**config.mk**
```make
export PLATFORM = sky130hd
export DESIGN_NAME = terminated_line_receiver_timeout_flat
export DESIGN_NICKNAME = d
export VERILOG_FILES = /design/src/rtl/core/tlr_pkg.sv /design/src/rtl/core/tlr_if.sv /design/src/rtl/core/terminated_line_receiver_timeout.sv /design/src/rtl/core/tlr_line_mem.sv /design/src/rtl/core/tlr_ctrl.sv /design/src/flat_wrapper.sv
export SDC_FILE = /design/constraint.sdc
export NUM_CORES = 1
export LEC_CHECK = 0
export BUFFER_PORTS_ARGS = -buffer_cell sky130_fd_sc_hd__buf_2
export CAP_MARGIN = 20
export CORE_MARGIN = 8
export CORE_UTILIZATION = 70
export CTS_BUF_LIST = sky130_fd_sc_hd__clkbuf_8
export DETAILED_ROUTE_END_ITERATION = 10
export PLACE_DENSITY = 0.88
export SKIP_LAST_GASP = 1
export SLEW_MARGIN = 15
export SYNTH_ARGS = -nofsm -noshare
export SYNTH_HDL_FRONTEND = slang
export SYNTH_HIERARCHICAL = 1
export SYNTH_SLANG_ARGS = --single-unit
```
**constraint.sdc**
```tcl
create_clock -name clk -period 4.3 [get_ports clk]
set_clock_uncertainty 0.1 [all_clocks]
set_input_delay 1.29 -clock clk [delete_from_list [all_inputs] [get_ports clk]]
set_output_delay 1.29 -clock clk [all_outputs]
set_load 0.01 [all_outputs]
```
**src/rtl/core/tlr_pkg.sv**
```systemverilog
// Shared types, codes and constants for the terminated line receiver.
`default_nettype none

package tlr_pkg;

    localparam int BUFFER_DEPTH_DEF = 64;

    localparam int ACT_W     = 2;
    localparam int BYTE_W    = 8;
    localparam int IDX_W     = 6;
    localparam int EV_W      = 3;
    localparam int LEN_W     = 6;
    localparam int CFG_IDX_W = 1;

    localparam logic [ACT_W-1:0] ACT_BYTE    = 2'd0;
    localparam logic [ACT_W-1:0] ACT_TICK    = 2'd1;
    localparam logic [ACT_W-1:0] ACT_RELEASE = 2'd2;
    localparam logic [ACT_W-1:0] ACT_READ    = 2'd3;

    localparam logic [EV_W-1:0] EV_NONE     = 3'd0;
    localparam logic [EV_W-1:0] EV_STORED   = 3'd1;
    localparam logic [EV_W-1:0] EV_COMPLETE = 3'd2;
    localparam logic [EV_W-1:0] EV_OVERFLOW = 3'd3;
    localparam logic [EV_W-1:0] EV_BUSY     = 3'd4;
    localparam logic [EV_W-1:0] EV_TIMEOUT  = 3'd5;
    localparam logic [EV_W-1:0] EV_READ     = 3'd6;

    localparam logic [CFG_IDX_W-1:0] CFG_TERMINATOR = 1'd0;
    localparam logic [CFG_IDX_W-1:0] CFG_TIMEOUT    = 1'd1;

    localparam logic [BYTE_W-1:0] TERMINATOR_RESET = 8'd10;
    localparam logic [BYTE_W-1:0] TIMEOUT_RESET    = 8'd100;

    typedef struct packed {
        logic [ACT_W-1:0]  action;
        logic [BYTE_W-1:0] rx_byte;
        logic [IDX_W-1:0]  read_index;
    } item_t;

    typedef struct packed {
        logic [EV_W-1:0]  event_res;
        logic             message_ready;
        logic [LEN_W-1:0] message_length;
        logic             read_ok;
        logic             timeout_active;
    } res_t;

endpackage

`default_nettype wire

```
**src/rtl/core/tlr_if.sv**
```systemverilog
// Valid/ready channel interfaces for input beats and result beats.
`default_nettype none

interface tlr_in_if;
    import tlr_pkg::*;

    logic              valid;
    logic              ready;
    logic [ACT_W-1:0]  action;
    logic [BYTE_W-1:0] rx_byte;
    logic [IDX_W-1:0]  read_index;

    modport source (output valid, output action, output rx_byte, output read_index,
                    input ready);
    modport sink (input valid, input action, input rx_byte, input read_index,
                  output ready);
endinterface

interface tlr_out_if;
    import tlr_pkg::*;

    logic              valid;
    logic              ready;
    logic [EV_W-1:0]   event_res;
    logic              message_ready;
    logic [LEN_W-1:0]  message_length;
    logic [BYTE_W-1:0] read_data;
    logic              timeout_active;

    modport source (output valid, output event_res, output message_ready,
                    output message_length, output read_data, output timeout_active,
                    input ready);
    modport sink (input valid, input event_res, input message_ready,
                  input message_length, input read_data, input timeout_active,
                  output ready);
endinterface

`default_nettype wire

```
**src/rtl/core/terminated_line_receiver_timeout.sv**
```systemverilog
// Top level of the terminated line receiver with inter-byte timeout.
// An accepted input beat is registered in the input stage, then in the result stage.
// Throughput: one beat per cycle while results are taken; up to two beats are held while results stall.
// Reset clears the write position, length, ready flag, timer and both stages;
// terminator resets to newline and the timeout to 100 ticks.
// Line buffer contents are undefined until written; no clearing pass.
`default_nettype none

module terminated_line_receiver_timeout #(
    parameter int BUFFER_DEPTH = tlr_pkg::BUFFER_DEPTH_DEF
) (
    input  wire logic                         clk,
    input  wire logic                         rst_n,
    input  wire logic                         cfg_write,
    input  wire logic [tlr_pkg::CFG_IDX_W-1:0] cfg_index,
    input  wire logic [tlr_pkg::BYTE_W-1:0]    cfg_data,
    tlr_in_if.sink                            items,
    tlr_out_if.source                         results
);
    import tlr_pkg::*;

    localparam int AW = $clog2(BUFFER_DEPTH);

    logic              s0_valid_reg;
    item_t             s0_item_reg;
    logic              out_valid_reg;
    res_t              res_reg;
    res_t              res_next;
    logic              s0_move;
    logic              in_fire;
    logic              mem_we;
    logic [AW-1:0]     mem_waddr;
    logic [BYTE_W-1:0] mem_wdata;
    logic              mem_re;
    logic [AW-1:0]     mem_raddr;
    logic [BYTE_W-1:0] rd_data;

    assign s0_move     = s0_valid_reg && (!out_valid_reg || results.ready);
    assign items.ready = !s0_valid_reg || s0_move;
    assign in_fire     = items.valid && items.ready;

    always_ff @(posedge clk or negedge rst_n)
    begin
        if (!rst_n)
        begin
            s0_valid_reg <= 1'b0;
        end
        else if (items.ready)
        begin
            s0_valid_reg <= items.valid;
        end
    end

    always_ff @(posedge clk)
    begin
        if (in_fire)
        begin
            s0_item_reg.action     <= items.action;
            s0_item_reg.rx_byte    <= items.rx_byte;
            s0_item_reg.read_index <= items.read_index;
        end
    end

    tlr_ctrl #(
        .DEPTH (BUFFER_DEPTH),
        .AW    (AW)
    ) u_ctrl (
        .clk       (clk),
        .rst_n     (rst_n),
        .cfg_write (cfg_write),
        .cfg_index (cfg_index),
        .cfg_data  (cfg_data),
        .step      (s0_move),
        .item      (s0_item_reg),
        .res       (res_next),
        .mem_we    (mem_we),
        .mem_waddr (mem_waddr),
        .mem_wdata (mem_wdata),
        .mem_re    (mem_re),
        .mem_raddr (mem_raddr)
    );

    tlr_line_mem #(
        .DEPTH (BUFFER_DEPTH),
        .AW    (AW)
    ) u_mem (
        .clk   (clk),
        .we    (mem_we),
        .waddr (mem_waddr),
        .wdata (mem_wdata),
        .re    (mem_re),
        .raddr (mem_raddr),
        .rdata (rd_data)
    );

    always_ff @(posedge clk or negedge rst_n)
    begin
        if (!rst_n)
        begin
            out_valid_reg <= 1'b0;
        end
        else if (s0_move)
        begin
            out_valid_reg <= 1'b1;
        end
        else if (results.ready)
        begin
            out_valid_reg <= 1'b0;
        end
    end

    always_ff @(posedge clk)
    begin
        if (s0_move)
        begin
            res_reg <= res_next;
        end
    end

    assign results.valid          = out_valid_reg;
    assign results.event_res      = res_reg.event_res;
    assign results.message_ready  = res_reg.message_ready;
    assign results.message_length = res_reg.message_length;
    assign results.timeout_active = res_reg.timeout_active;
    assign results.read_data      = res_reg.read_ok ? rd_data : '0;

    a_s0_holds: assert property (@(posedge clk) disable iff (!rst_n)
        (s0_valid_reg && !s0_move) |=> s0_valid_reg)
        else $error("input stage beat lost while blocked");

    a_move_fills_out: assert property (@(posedge clk) disable iff (!rst_n)
        s0_move |=> out_valid_reg)
        else $error("advanced beat missing from result stage");

    a_result_stable: assert property (@(posedge clk) disable iff (!rst_n)
        (out_valid_reg && !results.ready) |=> ($stable(res_reg) && $stable(rd_data)))
        else $error("stalled result or read data changed");

endmodule

`default_nettype wire

```
**src/rtl/core/tlr_line_mem.sv**
```systemverilog
// Line buffer memory: one write port, one registered read port.
`default_nettype none

module tlr_line_mem #(
    parameter int DEPTH = 64,
    parameter int AW    = 6
) (
    input  wire logic                      clk,
    input  wire logic                      we,
    input  wire logic [AW-1:0]             waddr,
    input  wire logic [tlr_pkg::BYTE_W-1:0] wdata,
    input  wire logic                      re,
    input  wire logic [AW-1:0]             raddr,
    output logic      [tlr_pkg::BYTE_W-1:0] rdata
);
    import tlr_pkg::*;

    logic [BYTE_W-1:0] mem [DEPTH];
    logic [BYTE_W-1:0] rdata_reg;

    always_ff @(posedge clk)
    begin
        if (we)
        begin
            mem[waddr] <= wdata;
        end
    end

    always_ff @(posedge clk)
    begin
        if (re)
        begin
            rdata_reg <= mem[raddr];
        end
    end

    assign rdata = rdata_reg;

endmodule

`default_nettype wire

```
**src/rtl/core/tlr_ctrl.sv**
```systemverilog
// Receiver state, configuration registers and per-beat update logic.
`default_nettype none

module tlr_ctrl #(
    parameter int DEPTH = 64,
    parameter int AW    = 6
) (
    input  wire logic                         clk,
    input  wire logic                         rst_n,
    input  wire logic                         cfg_write,
    input  wire logic [tlr_pkg::CFG_IDX_W-1:0] cfg_index,
    input  wire logic [tlr_pkg::BYTE_W-1:0]    cfg_data,
    input  wire logic                         step,
    input  wire tlr_pkg::item_t               item,
    output tlr_pkg::res_t                     res,
    output logic                              mem_we,
    output logic      [AW-1:0]                mem_waddr,
    output logic      [tlr_pkg::BYTE_W-1:0]    mem_wdata,
    output logic                              mem_re,
    output logic      [AW-1:0]                mem_raddr
);
    import tlr_pkg::*;

    localparam int PW = $clog2(DEPTH + 1);
    localparam int CW = (PW > IDX_W) ? PW : IDX_W;

    logic [BYTE_W-1:0] terminator_reg;
    logic [BYTE_W-1:0] timeout_reg;

    logic [PW-1:0]     wp_reg, wp_next;
    logic [LEN_W-1:0]  len_reg, len_next;
    logic              ready_flag_reg, ready_flag_next;
    logic              timer_reg, timer_next;
    logic [BYTE_W-1:0] tick_reg, tick_next;
    logic [BYTE_W-1:0] tick_inc;
    logic              idx_ok;

    always_ff @(posedge clk or negedge rst_n)
    begin
        if (!rst_n)
        begin
            terminator_reg <= TERMINATOR_RESET;
            timeout_reg    <= TIMEOUT_RESET;
        end
        else if (cfg_write)
        begin
            unique case (cfg_index)
                CFG_TERMINATOR: terminator_reg <= cfg_data;
                CFG_TIMEOUT:    timeout_reg    <= cfg_data;
                default:        ;
            endcase
        end
    end

    assign tick_inc  = tick_reg + 8'd1;
    assign idx_ok    = CW'(item.read_index) < CW'(DEPTH);
    assign mem_waddr = wp_reg[AW-1:0];
    assign mem_raddr = AW'(item.read_index);

    always_comb
    begin
        wp_next         = wp_reg;
        len_next        = len_reg;
        ready_flag_next = ready_flag_reg;
        timer_next      = timer_reg;
        tick_next       = tick_reg;
        mem_we          = 1'b0;
        mem_wdata       = item.rx_byte;
        mem_re          = 1'b0;
        res.event_res   = EV_NONE;
        res.read_ok     = 1'b0;

        unique case (item.action)
            ACT_BYTE:
            begin
                if (ready_flag_reg)
                begin
                    res.event_res = EV_BUSY;
                end
                else if (wp_reg == PW'(DEPTH))
                begin
                    wp_next       = '0;
                    res.event_res = EV_OVERFLOW;
                end
                else if (item.rx_byte == terminator_reg)
                begin
                    mem_we          = step;
                    mem_wdata       = '0;
                    len_next        = LEN_W'(wp_reg);
                    wp_next         = '0;
                    ready_flag_next = 1'b1;
                    timer_next      = 1'b0;
                    tick_next       = '0;
                    res.event_res   = EV_COMPLETE;
                end
                else
                begin
                    mem_we        = step;
                    wp_next       = wp_reg + PW'(1);
                    timer_next    = 1'b1;
                    tick_next     = '0;
                    res.event_res = EV_STORED;
                end
            end
            ACT_TICK:
            begin
                if (timer_reg)
                begin
                    if (tick_inc >= timeout_reg)
                    begin
                        tick_next       = '0;
                        wp_next         = '0;
                        len_next        = '0;
                        ready_flag_next = 1'b0;
                        timer_next      = 1'b0;
                        res.event_res   = EV_TIMEOUT;
                    end
                    else
                    begin
                        tick_next = tick_inc;
                    end
                end
            end
            ACT_RELEASE:
            begin
                ready_flag_next = 1'b0;
            end
            ACT_READ:
            begin
                mem_re        = step && idx_ok;
                res.read_ok   = idx_ok;
                res.event_res = EV_READ;
            end
            default: ;
        endcase

        res.message_ready  = ready_flag_next;
        res.message_length = len_next;
        res.timeout_active = timer_next;
    end

    always_ff @(posedge clk or negedge rst_n)
    begin
        if (!rst_n)
        begin
            wp_reg         <= '0;
            len_reg        <= '0;
            ready_flag_reg <= 1'b0;
            timer_reg      <= 1'b0;
            tick_reg       <= '0;
        end
        else if (step)
        begin
            wp_reg         <= wp_next;
            len_reg        <= len_next;
            ready_flag_reg <= ready_flag_next;
            timer_reg      <= timer_next;
            tick_reg       <= tick_next;
        end
    end

    // a completed line stops the timer and only a new stored byte restarts it
    a_ready_stops_timer: assert property (@(posedge clk) disable iff (!rst_n)
        !(ready_flag_reg && timer_reg))
        else $error("timer running with message ready");

    a_wp_bound: assert property (@(posedge clk) disable iff (!rst_n)
        wp_reg <= PW'(DEPTH))
        else $error("write position beyond buffer depth");

    a_write_only_on_byte: assert property (@(posedge clk) disable iff (!rst_n)
        mem_we |-> (step && item.action == ACT_BYTE && !ready_flag_reg
                    && wp_reg != PW'(DEPTH)))
        else $error("buffer write outside an accepted byte");

endmodule

`default_nettype wire
```
**src/flat_wrapper.sv**
```systemverilog
// flat-port wrapper written by rule: the top's interface ports become plain ports
module terminated_line_receiver_timeout_flat import tlr_pkg::*;
#(
    parameter int BUFFER_DEPTH = tlr_pkg::BUFFER_DEPTH_DEF
)
  (clk, rst_n, cfg_write, cfg_index, cfg_data, items_valid, items_action, items_rx_byte, items_read_index, items_ready, results_valid, results_event_res, results_message_ready, results_message_length, results_read_data, results_timeout_active, results_ready);
  tlr_in_if items_i ();
  tlr_out_if results_i ();
  input  wire logic clk;
  input  wire logic rst_n;
  input  wire logic cfg_write;
  input  wire logic [tlr_pkg::CFG_IDX_W-1:0] cfg_index;
  input  wire logic [tlr_pkg::BYTE_W-1:0] cfg_data;
  input wire logic [$bits(items_i.valid)-1:0] items_valid;
  input wire logic [$bits(items_i.action)-1:0] items_action;
  input wire logic [$bits(items_i.rx_byte)-1:0] items_rx_byte;
  input wire logic [$bits(items_i.read_index)-1:0] items_read_index;
  output wire logic [$bits(items_i.ready)-1:0] items_ready;
  output wire logic [$bits(results_i.valid)-1:0] results_valid;
  output wire logic [$bits(results_i.event_res)-1:0] results_event_res;
  output wire logic [$bits(results_i.message_ready)-1:0] results_message_ready;
  output wire logic [$bits(results_i.message_length)-1:0] results_message_length;
  output wire logic [$bits(results_i.read_data)-1:0] results_read_data;
  output wire logic [$bits(results_i.timeout_active)-1:0] results_timeout_active;
  input wire logic [$bits(results_i.ready)-1:0] results_ready;
  assign items_i.valid = items_valid;
  assign items_i.action = items_action;
  assign items_i.rx_byte = items_rx_byte;
  assign items_i.read_index = items_read_index;
  assign items_ready = items_i.ready;
  assign results_valid = results_i.valid;
  assign results_event_res = results_i.event_res;
  assign results_message_ready = results_i.message_ready;
  assign results_message_length = results_i.message_length;
  assign results_read_data = results_i.read_data;
  assign results_timeout_active = results_i.timeout_active;
  assign results_i.ready = results_ready;
  terminated_line_receiver_timeout #(.BUFFER_DEPTH(BUFFER_DEPTH)) u_core (.clk(clk), .rst_n(rst_n), .cfg_write(cfg_write), .cfg_index(cfg_index), .cfg_data(cfg_data), .items(items_i), .results(results_i));
endmodule
```
; Yosys cells after proc, flatten, opt, wreduce, memory -nomap -nowiden
; Memory sizes are Yosys's and may differ from the RTL's. A register that Yosys moved wholly into a read port is not among the register bits.
; Index checks and enable logic that the tools add are counted.
[totals]
in_bits = 30
memories = 1
out_inout_bits = 21
ram_bits = 512
register_bits = 69
[memory_table]
columns = name, depth, word_bits, rd, rd_clocked_by_memory_dff, write_ports, line_no
row1 = u_core.u_mem.mem, 64, 8, 1, 1, 1, tlr_line_mem.sv:18  ; logic [BYTE_W-1:0] mem [DEPTH];
[op_classes]
reduce_logical = 13
magnitude_cmp = 1
addsub = 2
muxes = 49
eq_ne = 9
n_bitwise = 1
[op_table]
columns = operator, n
row1 = 8-bit two-way mux, 9
row2 = 7-bit two-way mux, 5
row3 = 6-bit two-way mux, 5
row4 = 1-bit two-way mux, 19
row5 = 8-bit one-hot mux with 2 select lines, 1
row6 = 7-bit one-hot mux with 2 select lines, 1
row7 = 6-bit one-hot mux with 2 select lines, 1
row8 = 5-bit AND reduction, 2
row9 = 3-bit two-way mux, 3
row10 = 3-bit one-hot mux with 3 select lines, 1
row11 = "8-bit by 1-bit adder with 8-bit output, second input constant", 1
row12 = 8-bit equality test, 1
row13 = 8-bit greater-or-equal comparator, 1
row14 = "2-bit inequality test, second input constant", 4
row15 = "7-bit by 1-bit adder with 7-bit output, second input constant", 1
row16 = "7-bit equality test, second input constant", 1
row17 = "2-bit equality test, second input constant", 2
row18 = 2-bit two-way mux, 2
row19 = 2-bit AND reduction, 2
row20 = 2-bit nonzero test, 2
row21 = 1-bit one-hot mux with 3 select lines, 1
row22 = "2-bit by 1-bit equality test with 1-bit output, second input constant", 1
row23 = 1-bit logical AND, 2
row24 = 1-bit logical NOT, 2
row25 = other kinds (4), 5

; Depth between registers and ports, before layout
[depth]
word_depth = 8
mapped_depth = 12
mapped_depth_nobuf = 11

; By module
; The synthesis kept the hierarchy.
[by_module_without_submodules]
columns = mod, cells_each, seq_area_each_um2, area_each_um2, n_inst
row1 = tlr_line_mem, 940, 15615.0, 20246.9, 1
row2 = tlr_ctrl, 284, 982.2, 2600.0, 1
row3 = terminated_line_receiver_timeout, 53, 890.9, 1062.3, 1

; Worst setup path before layout
; Ideal clock, no wire load.
[synth_path]
path_kind = input to register
start = in results_ready
end = mem u_core.u_mem.mem[62][0], enable pin
stages = 7
t_arrival_ps = 3116
t_required_ps = 3830
setup_slack_ps = 714
n_path_buf = 0
cell_sequence = nand2b_1 > and2_1 > nand2_1 > nor2_1 > nor2b_1 > nand3_1 > nor2_1
[synth_between]
elab_chain_len = 7
[synth_lines]
columns = element, line_no
row1 = from (decl), flat_wrapper.sv:25  ; input wire logic [$bits(results_i.ready)-1:0] results_ready;
row2 = 1-bit logical OR, terminated_line_receiver_timeout.sv:38  ; assign s0_move = s0_valid_reg && (!out_valid_reg || results.ready);
row3 = 1-bit logical AND, terminated_line_receiver_timeout.sv:38
row4 = via u_core.s0_move, terminated_line_receiver_timeout.sv:29  ; logic s0_move;
row5 = 1-bit two-way mux, tlr_ctrl.sv:80  ; else if (wp_reg == PW'(DEPTH))
row6 = 1-bit two-way mux, tlr_ctrl.sv:76  ; if (ready_flag_reg)
row7 = 1-bit two-way mux, tlr_ctrl.sv:73  ; unique case (item.action)
row8 = via u_core.mem_we, terminated_line_receiver_timeout.sv:31  ; logic mem_we;
row9 = 1-bit two-way mux, tlr_line_mem.sv:23  ; if (we)
row10 = 1-bit two-way mux (not written as such), tlr_line_mem.sv:25  ; mem[waddr] <= wdata;
row11 = to (decl), tlr_line_mem.sv:18
; The timed path passes the listed nets, and every way through them passes these cells.

; Worst setup path in the final report
[layout_path]
start = reg u_core.u_ctrl.wp_reg[1]
end = mem u_core.u_mem.mem[10][4] (data pin)
[layout_between]
elab_chain_len = 4
[layout_lines]
columns = element, line_no
row1 = from (decl), tlr_ctrl.sv:30  ; logic [PW-1:0] wp_reg, wp_next;
row2 = from (signal assigned), tlr_ctrl.sv:154  ; wp_reg <= wp_next;
row3 = 7-bit equality test, tlr_ctrl.sv:80
row4 = 8-bit two-way mux, tlr_ctrl.sv:80
row5 = 8-bit two-way mux, tlr_ctrl.sv:76
row6 = 8-bit two-way mux, tlr_ctrl.sv:73
row7 = via u_core.mem_wdata[4], terminated_line_receiver_timeout.sv:33  ; logic [BYTE_W-1:0] mem_wdata;
; The timed path passes the listed nets, and every way through them passes these cells.

==> impl_metrics.yaml <==
status:
  outcome: "finished clean"
worst_setup_path:
  worstPathMaxFanout: 28
  reg2reg_from: "u_core/u_ctrl/wp_reg[1]"
  path_class: "flip-flop to flip-flop"
  ff2ff_setup_slack_ns: 0.59
  rr_worst_depth: 7
  end_kind: "flip-flop"
  crit_required_ns: 4.54
  cp.arrival_ns: 3.96
  worstSetupStartpointType: "flip-flop"
  r2r_end: "u_core/u_mem/mem[10][4]"
pwr:
  pwr-share-seq_pct: 54.9
  ir_drop_v: 0.000347
  pwr-share-comb_pct: 7.9
  leakagePower_nw: 9.06
  clkPwrFrac_pct: 37.2
  power_switching_mw: 2.80
  switching_share_pct: 23.5
  intPower_mw: 9.13
  powerDensity_nw_per_um2: 448
synth:
  ys_seq_area_share_pct: 73.1
  syn_inst: 1277
  async_flop_share_pct: 6.96
  syn_avg_cell_area_um2: 18.7
  synth_cell_types: 66
  ys_ff_latch: 589
  synth-edff-count: 548
  yosysWarnings: 6
  synthesis.nets: 1318
  syn_area_um2: 23900
  synthFlopType: "edfxtp_1"
timing:
  tns_ns: 0
  worstMarginPinSlew_ns: 1.05
  min_period_ns: 3.71
  setup_viol: 0
  fin_crit_sh_pct: 86.4
  slew-limit-headroom_pct: 28.5
  hold_violations: 0
  clock.fmax_mhz: 269
  rsz0062_at_grt: "false"
  whs_ns: 0.407
  maxSlewViolCount: 0
min_path:
  hold_class: "flip-flop to flip-flop"
  worstHoldStart: "u_core/u_ctrl/len_reg[2]"
  holdPathEnd: "u_core/u_ctrl/len_reg[2]"
  hold_depth: 1
placed_design:
  globalplace.congestion: 0.893
  io_buffers: 50
  hpwl_um: 33500
  place_area_um2: 24900
clock_tree:
  cts_buffers: 91
  cts_num_sinks: 589
  htreeDepth: 3
  ctsLongestPathBuffers: 3
  cts_tree: "yes"
  cts_setup_buffers: 0
  insertion_delay_ns: 0.64
  cts_hold_buffers: 0
  clkTransAtPathRegs_ns: 0.06
  cts_root_buffer: "clkbuf_8"
  cts_resized: 0
drt:
  wl_per_cell_um: 28.5
  drtPass1Iterations: 6
  post-route-drc-count: 0
  antenna_left: 0
  num_vias: 13217
  initialDrtViolationCount: 1870
  routed_via_density: 6.80
  drt-total-wl_um: 55400
layout:
  drive_gt1_share_pct: 29.0
  final_cell_area_um2: 26600
  fin_nets: 1466
  final_util_pct: 79.2
  largest_reg_flops: 512
  area_growth_pct: 11.3
floorplanning:
  dieHeight_um: 201
  chipWidth_um: 201
  start_util_pct: 71.1
  dieArea_um2: 40300
  core_um2: 33600
  num_rows: 67
  io_pins: 51
global_routing:
  gr-total-overflow: 0
  grt_first_pass_wirelength_um: 83900
  grt_pass1_vias: 13752
  grtUsageTotal_pct: 27.7
  grt_max_degree: 67
  antenna_found_initial: 0
job:
  drv_cap: 0
## Yosys cell counts (14+ instances only)
cell type | n | share of area [%]
nand3_1 | 23 | 0.48
edfxtp_1 | 548 | 69
clkbuf_1 | 23 | 0.36
mux2_2 | 29 | 1.4
nor2b_1 | 16 | 0.42
dfrtp_1 | 36 | 3.8
and2_1 | 19 | 0.50
nor2_1 | 102 | 1.6
buf_4 | 36 | 1.1
o21ai_0 | 23 | 0.48
nand2b_1 | 14 | 0.37
mux4_2 | 126 | 12
mux2i_1 | 26 | 1.1
nand2_1 | 54 | 0.85
inv_1 | 18 | 0.28
## area by class of cell
type | count | area (µm²)
antenna | 1 | 2.50
clock buffer | 100 | 1380
clock inverter | 62 | 359
fill | 1543 | 7000
multi-input combinational | 589 | 5840
inverter | 18 | 67.6
tap | 448 | 561
sequential | 589 | 17500
timing repair buffer | 136 | 926
## worst max-delay path, cell delays in order (launching register included)
cell and delay, ns:
dfrtp_1 0.64, inv_1 0.21, ha_1 0.25, a41o_1 0.27
nor3_2 0.58, nand2_1 0.43, and2_2 0.57, buf_4 0.33
## layout by cell type, fill, tap and decap left out, types with 14 or more instances in the layout
cell      synthesis  routed
buf_2            11      50
buf_4            36      83
clkbuf_8          0     100
clkinv_1          0      21
dfrtp_1          36      36
edfxtp_1        548     548
inv_1            18      42
mux2_2           29      29
mux2i_1          26      26
mux4_2          126     126
nand2_1          54      54
nand2b_1         14      14
nand3_1          23      23
nor2_1          102     102
nor2b_1          16      16
o21ai_0          23      23
## kinds of logic (layout without fill, tap and decap cells)
kind of cell | count (synthesis) | count (layout) | synth area share [%]
AO/OA/AOI/OAI | 117 | 117 | 3.62
XOR/XNOR | 14 | 14 | 0.513
adder cells (fa/ha/maj) | 11 | 11 | 0.576
buffers and inverters | 99 | 316 | 2.47
flip-flops | 589 | 589 | 73.1
multiplexers | 181 | 181 | 14.3
other | 0 | 1 | 0
AND/OR/NAND/NOR | 266 | 266 | 5.35
## routing by layer
metal  part of all wire (%)  GRT usage, %
met1                     35          35.1
met2                     49          44.7
met3                     12          7.36
met4                    4.5          13.1
met5                      0             0
## stage by stage
step	total power, mW	instances	setup slack [ns]
floorplan	7.28	1277	0.714
global placement	7.50	1779	0.679
detailed placement	7.56	1779	0.532
CTS	12.0	1941	0.660
global route	12.3	1942	0.406
finish	11.9	1943	0.586
## power groups by stage
stage | Combinational [mW] | Sequential, mW | Clock [mW]
after CTS | 0.930 | 6.54 | 4.50
after global routing | 1.00 | 6.55 | 4.72
after floorplan | 0.711 | 6.57 | 0
after detailed placement | 0.909 | 6.65 | 0
final | 0.947 | 6.54 | 4.44
after global placement | 0.864 | 6.64 | 0
## how the worst max path moves through the flow
stage	end	slack, ns	from
floorplan	u_core/u_mem/mem[62][0]	0.71	results_ready
CTS	u_core/u_mem/mem[10][4]	0.66	u_core/u_ctrl/wp_reg[1]
detailed placement	u_core/u_mem/mem[24][0]	0.53	results_ready
global route	u_core/u_mem/mem[10][4]	0.41	u_core/u_ctrl/wp_reg[1]
finish	u_core/u_mem/mem[10][4]	0.59	u_core/u_ctrl/wp_reg[1]
global placement	u_core/u_mem/mem[0][1]	0.68	results_ready
No activity file was read; power rests on OpenSTA's default activity.
